**config.mk**
```make
export PLATFORM = sky130hd
export DESIGN_NAME = cwa_divider
export DESIGN_NICKNAME = d
export VERILOG_FILES = /design/src/cwa_pkg.sv /design/src/cwa_divider.sv
export SDC_FILE = /design/constraint.sdc
export NUM_CORES = 1
export LEC_CHECK = 0
export BUFFER_PORTS_ARGS = -buffer_cell sky130_fd_sc_hd__buf_2
export CAP_MARGIN = 20
export CELL_PAD_IN_SITES_DETAIL_PLACEMENT = 0
export CELL_PAD_IN_SITES_GLOBAL_PLACEMENT = 1
export CORE_ASPECT_RATIO = 0.9
export CORE_MARGIN = 1
export CORE_UTILIZATION = 48
export DETAILED_ROUTE_END_ITERATION = 7
export PLACE_DENSITY = 0.87
export SLEW_MARGIN = 40
export SYNTH_ARGS = -nofsm -noshare
export SYNTH_HDL_FRONTEND = slang
export SYNTH_SLANG_ARGS = --single-unit
export TNS_END_PERCENT = 1
```
**constraint.sdc**
```tcl
create_clock -name clock -period 9.35 [get_ports clock]
set_input_delay 2.3375 -clock clock [delete_from_list [all_inputs] [get_ports clock]]
set_output_delay 2.3375 -clock clock [all_outputs]
set_load 0.005 [all_outputs]
```
**src/cwa_pkg.sv**
```systemverilog
// shared constants and types for the cascaded window averager
package cwa_pkg;
   localparam int SampleDepth = 4096;
   localparam int MeanDepth   = 32;
   localparam int SampleAw    = $clog2(SampleDepth);
   localparam int MeanAw      = $clog2(MeanDepth);
   localparam int SampleCw    = SampleAw + 1;
   localparam int MeanCw      = MeanAw + 1;
   localparam int SampleSw    = 16 + SampleCw;
   localparam int MeanSw      = 16 + MeanCw;
   localparam int DivW        = SampleSw;
   localparam int DivCw       = $clog2(DivW + 1);

   localparam logic [31:0] ShortWindowReset = 32'd3600;
   localparam logic [31:0] LongWindowReset  = 32'd86400;

   localparam logic CsrShortWindow = 1'b0;
   localparam logic CsrLongWindow  = 1'b1;

   typedef struct packed {
      logic                   start;
      logic [DivW-1:0]        dividend;
      logic [SampleCw-1:0]    divisor;
   } div_req_type;
endpackage

```
**src/cwa_divider.sv**
```systemverilog
// restoring serial divider, signed dividend by positive divisor, truncating toward zero
module cwa_divider (
   input  logic                 clock,
   input  logic                 reset,
   input  cwa_pkg::div_req_type div_req,
   output logic                 div_done,
   output logic [15:0]          div_quotient
);
   localparam int W  = cwa_pkg::DivW;
   localparam int CW = cwa_pkg::DivCw;

   logic [W-1:0]                  quo_ff, quo_in;
   logic [W:0]                    rem_ff, rem_in;
   logic [cwa_pkg::SampleCw-1:0]  den_ff, den_in;
   logic                          neg_ff, neg_in;
   logic [CW-1:0]                 cnt_ff, cnt_in;
   logic                          busy_ff, busy_in;
   logic                          done_ff, done_in;
   logic [W:0]                    shifted;
   logic [W:0]                    trial;
   logic [W-1:0]                  qnext;
   logic [W-1:0]                  qres;

   always_comb begin
      shifted = {rem_ff[W-1:0], quo_ff[W-1]};
      trial   = shifted - {{(W+1-cwa_pkg::SampleCw){1'b0}}, den_ff};
      quo_in  = quo_ff;
      rem_in  = rem_ff;
      den_in  = den_ff;
      neg_in  = neg_ff;
      cnt_in  = cnt_ff;
      busy_in = busy_ff;
      done_in = 1'b0;
      qnext   = {quo_ff[W-2:0], ~trial[W]};
      if (div_req.start) begin
         neg_in  = div_req.dividend[W-1];
         quo_in  = div_req.dividend[W-1] ? (~div_req.dividend + 1'b1) : div_req.dividend;
         rem_in  = '0;
         den_in  = div_req.divisor;
         cnt_in  = CW'(W);
         busy_in = 1'b1;
      end else if (busy_ff) begin
         rem_in = trial[W] ? shifted : trial;
         quo_in = qnext;
         cnt_in = cnt_ff - 1'b1;
         if (cnt_ff == CW'(1)) begin
            busy_in = 1'b0;
            done_in = 1'b1;
         end
      end
   end

   always_ff @(posedge clock) begin
      quo_ff <= quo_in;
      rem_ff <= rem_in;
      den_ff <= den_in;
      neg_ff <= neg_in;
      cnt_ff <= cnt_in;
      if (reset) begin
         busy_ff <= 1'b0;
         done_ff <= 1'b0;
      end else begin
         busy_ff <= busy_in;
         done_ff <= done_in;
      end
   end

   assign qres         = neg_ff ? (~quo_ff + 1'b1) : quo_ff;
   assign div_done     = done_ff;
   assign div_quotient = qres[15:0];
endmodule

```
==> metrics.yaml <==
critPathMaxFanout: 4
clk_path_buf_depth: 2
insertion_delay_ps: 340
met1_length_um: 5482
drtIter0Drc: 227
grt_use_total_pct: 21.10
met3_length_um: 569
relSlewSlack_pct: 48.49
syn2layout_area_growth_pct: 13.48
synth_edf_count: 43
die_w_um: 110.4
firstDrtPassIters: 5
drc: 0
netlist_area_sq_mm: 0.005077
yosys_warnings: 0
dp_cells: 751
critPathRequiredTime_ps: 7010
stdcell_count: 767
min_period_ps: 4467
finalWeightedCongestion: 0.8622
critPathLaunchType: "flop"
io_pins: 62
grt_max_degree: 74
wl_met2_um: 5216
ys_ff_latch: 79
die_area_sq_mm: 0.01099
r2r_start: "rem_ff[19]"
vias: 4379
status: "complete, no violations"
rsz0062_at_grt: "no"
slowest_stage: "edfxtp_1"
routed_wl_um: 11400
setup_viol: 0
peakVddDrop_mv: 0.1422
ys.flop_type: "edfxtp_1"
grt_pass1_wl_um: 18710
cts_setup_buffers: 0
min_period_over_period_pct: 47.78
mostFrequentLayoutCell: "nor2_1"
layout_common_cells: "nor2_1 (69), buf_2 (61), nand2_1 (54)"
vias_per_cell: 5.709
htreeDepth: 3
yosysSeqAreaShare_pct: 39.63
clk_pin_slew_worst_paths_ps: 60
finalSetupTns_ps: 0
cts_tree: "done"
crit_start: "quo_ff[6]"
async_reset_ff_share_pct: 0
fin_skew_ps: 8.687
dieHeight_um: 99.57
cts.sinks: 79
crit_type: "flop to primary output"
leakage_nw: 2.260
maxSlewViolCount: 0
cts_resized: 0
hold_buffers: 0
dp_hpwl_um: 8076
path_cells: "nor4_1 -> nand3_1 -> o41ai_1 -> xnor2_1 -> buf_2"
grt_antenna_before_repair: 0
io_buffers: 61
synth_cell_types: 57
slowest_delay_ps: 450
syn_nets: 649
hold_viol: 0
drv_cap: 0
diodes: 0
power_mw: 1.098
start_util_pct: 49.55
arrival_ps: 2130
root_buffer: "clkbuf_16"
syn_inst: 586
synth_area_per_cell_sq_um: 8.664
nNetsFinal: 696
drive_gt1_share_pct: 14.42
wl_per_cell_um: 14.86
core_sq_mm: 0.01025
cts_buffers: 9
rows: 35
globalRoute.totalOverflow: 0
end_kind: "primary output"
fmax_ghz: 0.2238
postRouteAntennaNets: 0
hp-class: "flop to flop"
regArea_sq_mm: 0.002012
grt_pass1_vias: 3843
fill_cells: 972
hp-start: "rem_ff[10]"
top_layer_used: "met4"
power_density_mw_per_mm2: 190.6
multiInputGateArea_sq_mm: 0.002868
worst_pin_slew_ps: 769.8
## final cells by class
class,count,area share [%]
multi-input cells,449,49.77
clock buffers,12,4.278
repair buffers,65,5.820
well taps,129,2.801
clock inverters,4,0.5212
inverters,29,1.889
flip-flops and latches,79,34.92
## worst max-delay path, delay by kind of cell (launching register included)
kind | cells | cell delay (ps)
buffers and inverters | 1 | 140
AO/OA/AOI/OAI | 1 | 360
flip-flops | 1 | 450
XOR/XNOR | 1 | 180
AND/OR/NAND/NOR | 2 | 670
## kinds of logic after synthesis
family	count (synthesis)	share of synthesized area (%)
simple gates	230	22.23
compound gates	138	18.01
mux	6	1.232
buf+inv	58	4.485
fa+ha+maj	18	4.583
xor+xnor	57	9.832
flops	79	39.63
## metrics by stage
step	setup slack (ps)	area (sq um)	hold slack, ps	util, %
global placement	4681	5463	474.1	53.31
finish	4883	5762	482.7	56.23
detailed placement	4660	5478	474.6	53.46
CTS	4867	5754	483.2	56.15
global route	4683	5762	507.1	56.23
floorplan	4975	5077	446.1	-
## power breakdown
part	internal (mW)	total [mW]	switching, mW
logic	0.135	0.326	0.191
registers	0.411	0.449	0.0390
clock network	0.188	0.323	0.135
## state kept, by name, summed over array words and instances, names as in the netlist
name      flops
neg_ff        1
cnt_ff        5
quo_ff       29
den_ff       13
div_done      1
rem_ff       29
busy_ff       1
## cells in the mapped netlist (6+ instances only)
cell	instances	area (sq um)
a211oi_1	6	45.04
a21oi_1	44	220.2
a311oi_1	9	78.83
clkbuf_1	23	86.33
dfxtp_1	36	720.7
edfxtp_1	43	1291
ha_1	17	212.7
inv_1	29	108.9
nand2_1	54	202.7
nand2b_1	11	68.82
nand3_1	17	85.08
nor2_1	69	259.0
nor3_1	24	120.1
nor4_1	13	81.33
o211ai_1	7	52.55
o21a_1	7	52.55
o21ai_0	18	90.09
o31ai_1	15	112.6
or3_1	11	68.82
or4_1	9	67.56
xnor2_1	25	219.0
xor2_1	32	280.3
## path summary, 6_finish.rpt
path	end	slack [ps]	cells past startpoint
worst min register to register	rem_ff[10]	480	2
worst max-delay path	div_quotient[13]	4880	5
worst min-delay path	rem_ff[10]	480	2
worst max register to register	rem_ff[14]	5690	7
## layer usage
layer  track usage (%)  vias to the layer above
met3             4.631                       10
met4             6.051                        0
li1                  -                     2234
met5                 0                        -
met2             32.73                      103
met1             29.66                     2032
No activity file was read; power rests on OpenSTA's default activity.
